**src/rtl/tlvv_pkg.sv**
```systemverilog
// Shared types and constants for the TLV stream validator.
package tlvv_pkg;

	// Parser phase
	typedef enum logic [1:0] {
		PH_HEADER = 2'd0,
		PH_VALUE  = 2'd1,
		PH_DRAIN  = 2'd2
	} phase_t;

	// Status codes
	localparam logic [2:0] ST_OK    = 3'd0;
	localparam logic [2:0] ST_TRUNC = 3'd1;
	localparam logic [2:0] ST_ZERO  = 3'd2;
	localparam logic [2:0] ST_LONG  = 3'd3;
	localparam logic [2:0] ST_DUP   = 3'd4;
	localparam logic [2:0] ST_FULL  = 3'd5;

	// Configuration register indexes
	localparam logic [2:0] CFG_MAX_LEN   = 3'd0;
	localparam logic [2:0] CFG_TAG_COUNT = 3'd1;
	localparam logic [2:0] CFG_TAG_A     = 3'd2;
	localparam logic [2:0] CFG_TAG_B     = 3'd3;
	localparam logic [2:0] CFG_TAG_C     = 3'd4;
	localparam logic [2:0] CFG_TAG_D     = 3'd5;

	localparam logic [31:0] MAX_LEN_RESET = 32'd65536;

	// Last header byte index
	localparam logic [2:0] HDR_LAST = 3'd7;

	// Output queue geometry
	localparam int OQ_DEPTH = 4;
	localparam int OQ_AW    = 2;
	localparam int OQ_CW    = 3;

	typedef struct packed {
		logic [7:0] data_byte;
		logic       buffer_end;
	} in_item_t;

	typedef struct packed {
		logic        kind;
		logic [31:0] elem_tag;
		logic [7:0]  value_byte;
		logic [31:0] value_index;
		logic        element_last;
		logic [2:0]  status;
		logic [4:0]  element_count;
		logic        invalid_tag;
		logic        run_last;
	} out_item_t;

	// Queue write request: one or two results per transaction
	typedef struct packed {
		logic first;
		logic second;
	} q_push_t;

endpackage

```
**src/rtl/tlvv_cell.sv**
```systemverilog
// One cell of the seen-tag chain: holds a tag, passes it on, compares it.
module tlvv_cell (
	input  logic        clk,
	input  logic        arst_n,
	input  logic        shift_en,
	input  logic [31:0] tag_in,
	input  logic [31:0] probe,
	input  logic        live,
	output logic [31:0] tag_out,
	output logic        hit
);

	logic [31:0] tag_q;
	logic        hit_s1;

	// Advance the stored tag from the neighbor
	always_ff @(posedge clk) begin
		if (shift_en) begin
			tag_q <= tag_in;
		end
	end

	// Compare against the tag under test
	always_ff @(posedge clk or negedge arst_n) begin
		if (!arst_n) begin
			hit_s1 <= 1'b0;
		end else begin
			hit_s1 <= live && (tag_q == probe);
		end
	end

	assign tag_out = tag_q;
	assign hit     = hit_s1;

endmodule

```
**src/rtl/tlvv_out_queue.sv**
```systemverilog
// Small result queue that takes up to two results per transaction.
module tlvv_out_queue (
	input  logic                clk,
	input  logic                arst_n,
	input  tlvv_pkg::q_push_t   push,
	input  tlvv_pkg::out_item_t item0,
	input  tlvv_pkg::out_item_t item1,
	output logic                room,
	output logic                out_valid,
	input  logic                out_ready,
	output tlvv_pkg::out_item_t out_item
);

	tlvv_pkg::out_item_t            entry_q [tlvv_pkg::OQ_DEPTH];
	logic [tlvv_pkg::OQ_AW-1:0]     wr_ptr_q;
	logic [tlvv_pkg::OQ_AW-1:0]     rd_ptr_q;
	logic [tlvv_pkg::OQ_CW-1:0]     cnt_q;
	logic [tlvv_pkg::OQ_CW-1:0]     n_push;
	logic                           pop;
	logic [tlvv_pkg::OQ_AW-1:0]     wr_ptr_p1;

	assign pop       = out_valid && out_ready;
	assign n_push    = tlvv_pkg::OQ_CW'(push.first) + tlvv_pkg::OQ_CW'(push.second);
	assign wr_ptr_p1 = wr_ptr_q + tlvv_pkg::OQ_AW'(1);

	// Write incoming results at the tail
	always_ff @(posedge clk) begin
		for (int i = 0; i < tlvv_pkg::OQ_DEPTH; i++) begin
			if (push.first && wr_ptr_q == tlvv_pkg::OQ_AW'(i)) begin
				entry_q[i] <= item0;
			end else if (push.second && wr_ptr_p1 == tlvv_pkg::OQ_AW'(i)) begin
				entry_q[i] <= item1;
			end
		end
	end

	// Advance pointers and fill count
	always_ff @(posedge clk or negedge arst_n) begin
		if (!arst_n) begin
			wr_ptr_q <= '0;
			rd_ptr_q <= '0;
			cnt_q    <= '0;
		end else begin
			wr_ptr_q <= wr_ptr_q + n_push[tlvv_pkg::OQ_AW-1:0];
			if (pop) begin
				rd_ptr_q <= rd_ptr_q + tlvv_pkg::OQ_AW'(1);
			end
			cnt_q <= cnt_q + n_push - tlvv_pkg::OQ_CW'(pop);
		end
	end

	assign room      = cnt_q <= tlvv_pkg::OQ_CW'(tlvv_pkg::OQ_DEPTH - 2);
	assign out_valid = cnt_q != '0;
	assign out_item  = entry_q[rd_ptr_q];

endmodule

```
**src/rtl/tlv_stream_validator.sv**
```systemverilog
// Top level of the TLV stream validator: byte parser, tag cell chain, result queue.
// Takes one byte per cycle while the result queue has room; results are registered in that queue.
// A byte that closes the buffer inside a value yields two results, value then status, queued together.
// The duplicate-tag check runs through the cell chain during the four length bytes,
// a compare stage in each cell and one OR stage, so it is ready when the header completes.
// Reset clears the parser, counts, flags, queue and registers; cell tags are not cleared.
module tlv_stream_validator #(
	parameter int MAX_ELEMENTS = 16
) (
	input  logic                clk,
	input  logic                arst_n,
	input  logic                in_valid,
	output logic                in_ready,
	input  tlvv_pkg::in_item_t  in_item,
	output logic                out_valid,
	input  logic                out_ready,
	output tlvv_pkg::out_item_t out_item,
	input  logic                cfg_we,
	input  logic [2:0]          cfg_index,
	input  logic [31:0]         cfg_data
);

	localparam int CW = $clog2(MAX_ELEMENTS + 1);

	// Configuration registers
	logic [31:0] max_len_q;
	logic [2:0]  tag_cnt_q;
	logic [31:0] vtag_a_q;
	logic [31:0] vtag_b_q;
	logic [31:0] vtag_c_q;
	logic [31:0] vtag_d_q;

	// Parser state
	tlvv_pkg::phase_t phase_q, phase_n;
	logic [2:0]       hbc_q, hbc_n;
	logic [31:0]      tag_q, tag_n;
	logic [31:0]      len_q, len_n;
	logic [31:0]      pos_q, pos_n;
	logic [CW-1:0]    cnt_q, cnt_n;
	logic [2:0]       err_q, err_n;
	logic             bad_q, bad_n;
	logic             dup_s2;

	logic             accept;
	logic [7:0]       b;
	logic             buf_end;
	logic [31:0]      full_len;
	logic [2:0]       hdr_st;
	logic             seen_full;
	logic             allowed;
	logic [2:0]       tag_lim;
	logic             elem_done;
	logic             shift_en;
	logic             in_value;
	logic [2:0]       end_st;
	logic [8:0]       cnt_wide;
	logic             room;

	tlvv_pkg::q_push_t   push;
	tlvv_pkg::out_item_t val_item, sts_item, item0;

	logic [31:0]             chain [MAX_ELEMENTS+1];
	logic [MAX_ELEMENTS-1:0] hits;
	logic [MAX_ELEMENTS-1:0] live;

	assign accept  = in_valid && in_ready;
	assign in_ready = room;
	assign b       = in_item.data_byte;
	assign buf_end = in_item.buffer_end;

	// Write configuration registers
	always_ff @(posedge clk or negedge arst_n) begin
		if (!arst_n) begin
			max_len_q <= tlvv_pkg::MAX_LEN_RESET;
			tag_cnt_q <= '0;
			vtag_a_q  <= '0;
			vtag_b_q  <= '0;
			vtag_c_q  <= '0;
			vtag_d_q  <= '0;
		end else if (cfg_we) begin
			case (cfg_index)
				tlvv_pkg::CFG_MAX_LEN:   max_len_q <= cfg_data;
				tlvv_pkg::CFG_TAG_COUNT: tag_cnt_q <= cfg_data[2:0];
				tlvv_pkg::CFG_TAG_A:     vtag_a_q  <= cfg_data;
				tlvv_pkg::CFG_TAG_B:     vtag_b_q  <= cfg_data;
				tlvv_pkg::CFG_TAG_C:     vtag_c_q  <= cfg_data;
				tlvv_pkg::CFG_TAG_D:     vtag_d_q  <= cfg_data;
				default: ;
			endcase
		end
	end

	// Seen-tag chain: newest tag enters cell 0, live cells are those below the count
	assign chain[0] = tag_q;

	for (genvar i = 0; i < MAX_ELEMENTS; i++) begin : g_cell
		assign live[i] = cnt_q > CW'(i);
		tlvv_cell u_cell (
			.clk      (clk),
			.arst_n   (arst_n),
			.shift_en (shift_en),
			.tag_in   (chain[i]),
			.probe    (tag_q),
			.live     (live[i]),
			.tag_out  (chain[i+1]),
			.hit      (hits[i])
		);
	end

	// Combine cell hits
	always_ff @(posedge clk or negedge arst_n) begin
		if (!arst_n) begin
			dup_s2 <= 1'b0;
		end else begin
			dup_s2 <= |hits;
		end
	end

	// Header checks on the last length byte
	assign full_len  = {b, len_q[23:0]};
	assign seen_full = cnt_q >= CW'(MAX_ELEMENTS);
	assign tag_lim   = (tag_cnt_q > 3'd4) ? 3'd4 : tag_cnt_q;
	assign allowed   = (tag_lim == 3'd0)
		|| (tag_lim >= 3'd1 && tag_q == vtag_a_q)
		|| (tag_lim >= 3'd2 && tag_q == vtag_b_q)
		|| (tag_lim >= 3'd3 && tag_q == vtag_c_q)
		|| (tag_lim >= 3'd4 && tag_q == vtag_d_q);

	always_comb begin
		if (full_len == '0) begin
			hdr_st = tlvv_pkg::ST_ZERO;
		end else if (full_len > max_len_q) begin
			hdr_st = tlvv_pkg::ST_LONG;
		end else if (dup_s2) begin
			hdr_st = tlvv_pkg::ST_DUP;
		end else if (seen_full) begin
			hdr_st = tlvv_pkg::ST_FULL;
		end else begin
			hdr_st = tlvv_pkg::ST_OK;
		end
	end

	assign elem_done = ({1'b0, pos_q} + 33'd1) >= {1'b0, len_q};

	// Next state and results
	always_comb begin
		phase_n  = phase_q;
		hbc_n    = hbc_q;
		tag_n    = tag_q;
		len_n    = len_q;
		pos_n    = pos_q;
		cnt_n    = cnt_q;
		err_n    = err_q;
		bad_n    = bad_q;
		shift_en = 1'b0;
		in_value = 1'b0;
		end_st   = tlvv_pkg::ST_OK;
		cnt_wide = '0;

		if (accept) begin
			case (phase_q)
				tlvv_pkg::PH_HEADER: begin
					if (!hbc_q[2]) begin
						tag_n[{hbc_q[1:0], 3'b000} +: 8] = b;
					end else begin
						len_n[{hbc_q[1:0], 3'b000} +: 8] = b;
					end
					if (hbc_q == tlvv_pkg::HDR_LAST) begin
						hbc_n = '0;
						if (hdr_st == tlvv_pkg::ST_OK) begin
							shift_en = 1'b1;
							cnt_n    = cnt_q + CW'(1);
							bad_n    = bad_q | ~allowed;
							phase_n  = tlvv_pkg::PH_VALUE;
							pos_n    = '0;
						end else begin
							err_n   = hdr_st;
							phase_n = tlvv_pkg::PH_DRAIN;
						end
					end else begin
						hbc_n = hbc_q + 3'd1;
					end
				end
				tlvv_pkg::PH_VALUE: begin
					in_value = 1'b1;
					if (elem_done) begin
						phase_n = tlvv_pkg::PH_HEADER;
						hbc_n   = '0;
						tag_n   = '0;
						len_n   = '0;
						pos_n   = '0;
					end else begin
						pos_n = pos_q + 32'd1;
					end
				end
				default: ;
			endcase

			// Close the buffer: report, then restart
			if (buf_end) begin
				end_st = err_n;
				if (end_st == tlvv_pkg::ST_OK
					&& (phase_n != tlvv_pkg::PH_HEADER || hbc_n != '0)) begin
					end_st = tlvv_pkg::ST_TRUNC;
				end
				cnt_wide = 9'(cnt_n);
				phase_n  = tlvv_pkg::PH_HEADER;
				hbc_n    = '0;
				tag_n    = '0;
				len_n    = '0;
				pos_n    = '0;
				cnt_n    = '0;
				err_n    = tlvv_pkg::ST_OK;
				bad_n    = 1'b0;
			end
		end
	end

	// Build result items
	always_comb begin
		val_item              = '0;
		val_item.kind         = 1'b0;
		val_item.elem_tag     = tag_q;
		val_item.value_byte   = b;
		val_item.value_index  = pos_q;
		val_item.element_last = elem_done;
		val_item.run_last     = ~buf_end;

		sts_item               = '0;
		sts_item.kind          = 1'b1;
		sts_item.status        = end_st;
		sts_item.element_count = (end_st == tlvv_pkg::ST_OK) ? cnt_wide[4:0] : 5'd0;
		sts_item.invalid_tag   = (end_st == tlvv_pkg::ST_OK) ? bad_q | (shift_en & ~allowed)
			: 1'b0;
		sts_item.run_last      = 1'b1;

		item0       = in_value ? val_item : sts_item;
		push.first  = accept && (in_value || buf_end);
		push.second = accept && in_value && buf_end;
	end

	// Hold parser state
	always_ff @(posedge clk or negedge arst_n) begin
		if (!arst_n) begin
			phase_q <= tlvv_pkg::PH_HEADER;
			hbc_q   <= '0;
			tag_q   <= '0;
			len_q   <= '0;
			pos_q   <= '0;
			cnt_q   <= '0;
			err_q   <= tlvv_pkg::ST_OK;
			bad_q   <= 1'b0;
		end else begin
			phase_q <= phase_n;
			hbc_q   <= hbc_n;
			tag_q   <= tag_n;
			len_q   <= len_n;
			pos_q   <= pos_n;
			cnt_q   <= cnt_n;
			err_q   <= err_n;
			bad_q   <= bad_n;
		end
	end

	tlvv_out_queue u_queue (
		.clk       (clk),
		.arst_n    (arst_n),
		.push      (push),
		.item0     (item0),
		.item1     (sts_item),
		.room      (room),
		.out_valid (out_valid),
		.out_ready (out_ready),
		.out_item  (out_item)
	);

endmodule

```
**config.mk**
```make
export PLATFORM = sky130hd
export DESIGN_NAME = tlv_stream_validator
export DESIGN_NICKNAME = d
export VERILOG_FILES = /design/src/rtl/tlvv_pkg.sv /design/src/rtl/tlvv_cell.sv /design/src/rtl/tlvv_out_queue.sv /design/src/rtl/tlv_stream_validator.sv
export SDC_FILE = /design/constraint.sdc
export NUM_CORES = 2
export LEC_CHECK = 0
export ABC_AREA = 1
export BUFFER_PORTS_ARGS = -buffer_cell sky130_fd_sc_hd__clkbuf_2
export CAP_MARGIN = 30
export CORE_ASPECT_RATIO = 1.75
export CORE_MARGIN = 2
export CORE_UTILIZATION = 46
export DETAILED_ROUTE_END_ITERATION = 8
export PLACE_DENSITY = 0.73
export SYNTH_ARGS = -nofsm -noshare
export SYNTH_HDL_FRONTEND = slang
export SYNTH_HIERARCHICAL = 1
export SYNTH_SLANG_ARGS = --single-unit
```
**constraint.sdc**
```tcl
create_clock -name clk -period 60.2 [get_ports clk]
set_clock_uncertainty 0.1 [all_clocks]
set_input_delay 3.01 -clock clk [delete_from_list [all_inputs] [get_ports clk]]
set_output_delay 3.01 -clock clk [all_outputs]
set_load 0.01 [all_outputs]
```
Yosys cells after proc, flatten, opt, wreduce, memory -nomap -nowiden
Memory sizes are Yosys's and may differ from the RTL's.
Cells that the tools add are included.
{"block": "word_totals", "wordCells": 292, "out_inout_bits": 86, "ramBits": 336, "in_bits": 49, "reg_bits": 809, "memories": 1}
{"name": "u_queue.entry_q", "depth": 4, "word_bits": 84, "rd": 1, "rd_clocked_by_memory_dff": 0, "wr": 2, "line_no": "tlvv_out_queue.sv:14", "text": "tlvv_pkg::out_item_t entry_q [tlvv_pkg::OQ_DEPTH];"}
{"block": "op_classes", "eq_ne": 38, "reduce_logical": 69, "bitwise_logic": 9, "shifts": 2, "order_cmp": 25, "n_addsub": 11, "muxes": 87}
{"cell": "$eq 32x32->1", "count": 20}
{"cell": "$mux 84", "count": 7}
{"cell": "$mux 32", "count": 9}
{"cell": "$pmux 32 s2", "count": 3}
{"cell": "$reduce_or 84->1", "count": 2}
{"cell": "$bwmux 32", "count": 2}
{"cell": "$mux 3", "count": 17}
{"cell": "$gt 5x4->1 const B", "count": 8}
{"cell": "$mux 5", "count": 7}
{"cell": "$logic_and 1x1->1", "count": 34}
{"cell": "$add 32x1->33 const B", "count": 1}
{"cell": "$ge 33x32->1", "count": 1}
{"cell": "$mux 1", "count": 33}
{"cell": "$add 32x1->32 const B", "count": 1}
{"cell": "$gt 32x32->1", "count": 1}
{"cell": "$logic_not 32->1", "count": 1}
{"cell": "$shift 8x7->32 const A", "count": 1}
{"cell": "$shiftx 8x7->32", "count": 1}
{"cell": "$gt 5x3->1 const B", "count": 4}
{"cell": "$reduce_and 4->1", "count": 4}
{"cell": "$reduce_or 16->1", "count": 1}
{"cell": "$logic_not 3->1", "count": 5}
{"cell": "$ne 3x3->1 const B", "count": 5}
{"cell": "$mux 2", "count": 7}
{"cell": "31 further kinds", "count": 66}

Depth between registers and ports, before layout
{"block": "depth", "word_depth": 21, "depth_mapped": 30, "mapped_depth_nobuf": 30}

By module
The synthesis kept the hierarchy.
{"module": "tlvv_cell", "cells_per_inst": 171, "area_per_inst_um2": 1566.5, "instances": 16, "seq_area_each_um2": 985.9}
{"module": "tlvv_out_queue", "cells_per_inst": 1954, "area_per_inst_um2": 17142.7, "instances": 1, "seq_area_each_um2": 10264.8}
{"module": "tlv_stream_validator", "cells_per_inst": 1986, "area_per_inst_um2": 15675.0, "instances": 1, "seq_area_each_um2": 6857.8}

Least setup slack after synthesis
OpenSTA, ideal clock, no wires.
{"block": "synth_timing", "kind": "input-to-reg", "start": "in in_item[8] in the netlist's numbering", "end": "mem u_queue/entry_q[1][1] in the netlist's numbering (data pin)", "path_buffers": 0, "path_stages": 15, "setup_ns": 0.152, "slack_ns": 32.390, "arrival_ns": 27.558, "required_ns": 59.948, "path_cell_list": "ha_1 -> nand2_1 -> nor2_1 -> nand2_1 -> nor2_1 -> nand4_1 -> nand2_1 -> nand4_2 -> nor2_1 -> a21oi_1 -> inv_1 -> nand2_1 -> nor2_1 -> nand2_1 -> o21ai_0"}
{"element": "start, declared", "line_no": "tlv_stream_validator.sv:14", "text": "input tlvv_pkg::in_item_t in_item,"}
{"element": "end, declared", "line_no": "tlvv_out_queue.sv:14"}

==> results.md <==
* Status: finished, final reports clean
* Clock tree buffer depth at 3
* Initial antenna violation count at 7
* RSZ-0062 raised after global routing: no
* Hold Path End: g_cell[11].u_cell/tag_out[16]
* Final setup vio count at 0
* # port buffers at 134
* Remaining Overflow, GRT at 0
* All-Layer GR Usage at 24.94%
* Reg2reg path depth at 28
* Hold path start: g_cell[10].u_cell/tag_out[16]
* Depth of the CTS H-tree at 3
* I/O Pins at 135
* DR pass1 iterations at 6
* Ys async rst share at 25.94%
* Initial Util at 46.21%
* CTS tree: yes
* # nets final at 6993
* Seq/Total Area, Yosys at 56.84%
* Hold Crit Class: reg -> reg
* CTS Sinks at 1145
* DRC errors left at 0
* Yosys warning count at 6
* Synth unique cells at 56
* R2R Path Start: pos_q[0]
* Worst path top cell family by delay: simple AND/OR/NAND/NOR gates
* Via-per-instance ratio at 5.169
* Post-CTS Setup Inserts at 0
* Post-synth top area cell: edfxtp_1
* Post-CTS Hold Buffers at 0
* Crit Path Max Fanout at 88
* Synth Cell Area at 0.05788 mm2
* DP Area at 0.06071 mm2
* Gates resized, CTS repair at 0
* Hpwl dp at 112400 um
* Die width at 272.1 um
* Worst R2R End: u_queue/entry_q[1][4]
* WP data arrival at 7.12 ns
* First-pass GRT wire length at 244800 um
* M1 WL at 55570 um
* Average size of a mapped cell at 8.670 um2
* Cells after synthesis at 6676
* Max Slew Vio Count at 0
* VDD IR max at 48.61 uV
* Critical-path top delay cell: nand2_4
* Static Leak at 26.79 nW
* Worst R2R Setup Slack at 54.91 ns
* Worst-path clk slew at 0.07 ns
* WL final at 161300 um
* Post-synthesis register bit count at 1145
* Max capacitance violation total at 0
* Clock buffers created by TritonCTS at 104
* Root Driver: clkbuf_16
* CP peak stage delay at 0.94 ns
* Metal2 WL at 82490 um
* Most common cell type on the critical path: nor2_1
* Worst-path cell chain: clkbuf_2, nand2_1, nor2_1, inv_1, nor2_1, nand3_4, nand2_4, buf_4
* Hold depth at 0
* Share of Yosys cell area claimed by the top area cell type at 43.99%
* Post-route cell area at 0.06457 mm2
* Tmin final at 6.850 ns
* Worst Tran Pin Value at 1.222 ns
* Routed vias at 44490
* Prevailing post-synth register cell: edfxtp_1
* Fraction of layout cells with a size suffix above 1 at 8.040%
* Core box area at 0.1253 mm2
* Worst slew margin at 18.54%
* WL/cell at 18.74 um
* Row count at 172
* Die area at 0.1288 mm2
* Largest cells by area after synthesis: edfxtp_1 (44%), nand2_1 (13%), dfrtp_1 (13%)
* Top Metal Used: met5
* Largest net degree at the start of global routing at 200
* Routability cong. at 0.9876
* Crit. End Element: flip-flop
* Worst Path Required at 60.47 ns
* Fmax at 0.1460 GHz
* Vias in the first global route at 43790
* Pwr dens at 34.55 mW/mm2
* First DRT Iteration DRCs at 4091
* Met3 WL at 8634 um
* TNS Setup at 0 ns
* Clock latency on the worst-skew pair at 0.78 ns
* Final hold vios at 0
* Die H at 473.3 um
* Critical path origin: in_valid
* Synthesis-to-finish area growth at 11.55%
* Crit start category: input pin
* EDFF count, synth at 848
* Buf+Inv Stages, Crit Path at 3
* Final period util at 11.38%
* Antenna-violating nets left at 0
* Critical path class: in -> reg
## cell usage in the layout (no fill, tap or decap), types with 23 or more instances in the layout
cell type and n:
inv_1 1003, xor2_1 103, dfrtp_1 286, xnor2_1 120
o22ai_1 35, nor2_1 641, ha_1 80, nand2_2 23
edfxtp_1 848, a21oi_1 36, o21ai_1 136, conb_1 75
o21ai_0 750, or2_2 23, nand2_1 1987, nand3_1 79
nor4_1 33, buf_4 50, nand4_1 43, clkinv_2 23
clkbuf_16 107, nor3_1 61, inv_2 71, clkbuf_2 134
## cells in the mapped netlist (2+ instances only)
| library cell | count |
|---|---|
| nor2_4 | 2 |
| buf_1 | 9 |
| nor3_1 | 61 |
| buf_6 | 8 |
| xnor2_1 | 120 |
| xor2_1 | 103 |
| o2111ai_1 | 4 |
| ha_1 | 80 |
| a21o_1 | 2 |
| o211ai_1 | 19 |
| nand3_1 | 81 |
| nor2_1 | 643 |
| conb_1 | 2 |
| clkinv_1 | 3 |
| and2_1 | 2 |
| inv_2 | 71 |
| a21oi_1 | 36 |
| a221oi_1 | 3 |
| o311ai_4 | 2 |
| o21ai_1 | 136 |
| o22ai_1 | 35 |
| inv_1 | 1004 |
| nor4_1 | 33 |
| buf_2 | 71 |
| o21ai_0 | 750 |
| or2_2 | 23 |
| buf_4 | 4 |
| nand3_2 | 6 |
| nor3_2 | 4 |
| nor2_2 | 18 |
| nand2_1 | 1994 |
| a21oi_4 | 8 |
| clkbuf_1 | 102 |
| o21ai_2 | 2 |
| nor3b_1 | 2 |
| dfrtp_1 | 296 |
| nand2_2 | 20 |
| nand4_1 | 43 |
| edfxtp_1 | 848 |
| a31oi_1 | 6 |
| o21a_1 | 5 |
## final cells by class
class                           count  area [um2]
Antenna cell                        1       2.502
Sequential cell                  1145       32910
Tap cell                         1653        2068
Clock buffer                      132        2850
Multi-Input combinational cell   4331       20420
Clock inverter                     64       858.3
Inverter                         1079        4054
Timing Repair Buffer              202        1404
Fill cell                       11270       60680
## report_power, final
| part | internal (mW) | switching (mW) | total, mW |
|---|---|---|---|
| clock network | 0.401 | 0.315 | 0.716 |
| logic | 0.176 | 0.390 | 0.566 |
| registers | 0.900 | 0.0483 | 0.948 |
| total | 1.48 | 0.753 | 2.23 |
## worst register-to-register path: cells and delay by family, from the launching register on
kind / cells / cell delay (ns)
and+or+nand+nor: 20 / 3.32
buffers and inverters: 4 / 0.39
DFF: 1 / 0.42
xor gates and xnor gates: 1 / 0.26
adders and majority gates: 2 / 0.50
AOI/OAI and AO/OA: 1 / 0.11
## logic make-up after synthesis
kind of cell | after synthesis | synth area share [%]
adder cells (fa/ha/maj) | 81 | 1.764
other | 2 | 0.01297
AO/OA/AOI/OAI | 1016 | 9.319
AND/OR/NAND/NOR | 2936 | 20.15
flip-flops | 1145 | 56.84
XOR/XNOR | 223 | 3.374
buffers and inverters | 1273 | 8.541
## flip-flops by register name, indices dropped and copies added, names as in the netlist
signal                 flops
tag_q                     32
bad_q                      1
tag_cnt_q                  3
u_queue/entry_q          336
len_q                     32
vtag_c_q                  32
g_cell.u_cell/tag_out    512
u_queue/rd_ptr_q           2
vtag_a_q                  32
vtag_b_q                  32
u_queue/wr_ptr_q           2
dup_s2                     1
hbc_q                      3
u_queue/cnt_q              3
max_len_q                 32
vtag_d_q                  32
phase_q                    2
err_q                      3
cnt_q                      5
g_cell.u_cell/hit         16
pos_q                     32
## how the worst max path moves through the flow
stage                                               to  cells past startpoint
after global placement    g_cell[7].u_cell/tag_out[11]                     13
after detailed placement  g_cell[6].u_cell/tag_out[11]                     13
after global routing            u_queue/entry_q[1][18]                      8
after CTS                 g_cell[8].u_cell/tag_out[13]                     13
after floorplan                  u_queue/entry_q[1][1]                     15
final                           u_queue/entry_q[1][20]                      8
## stage by stage
stage | total power [mW] | hold WS (ns) | setup slack, ns | util [%] | std cells
6_report | 2.231 | 0.3424 | 53.35 | 51.55 | 8607
5_1_grt | 2.340 | 0.3523 | 53.16 | 51.55 | 8607
4_1_cts | 2.235 | 0.3446 | 53.35 | 51.43 | 8599
3_5_place_dp | 1.522 | 0.3338 | 52.57 | 48.47 | 8403
3_3_place_gp | 1.508 | 0.3281 | 52.61 | 48.34 | 8393
2_1_floorplan | 1.317 | 0.3232 | 32.39 | - | 6749
## routing by layer
metal | up-vias | global-route usage, %
li1 | 21600 | -
met1 | 21030 | 25.31
met2 | 1399 | 45.14
met3 | 456 | 3.510
met4 | 8 | 20.58
met5 | - | 0
Power figures use the tool's default switching activity.
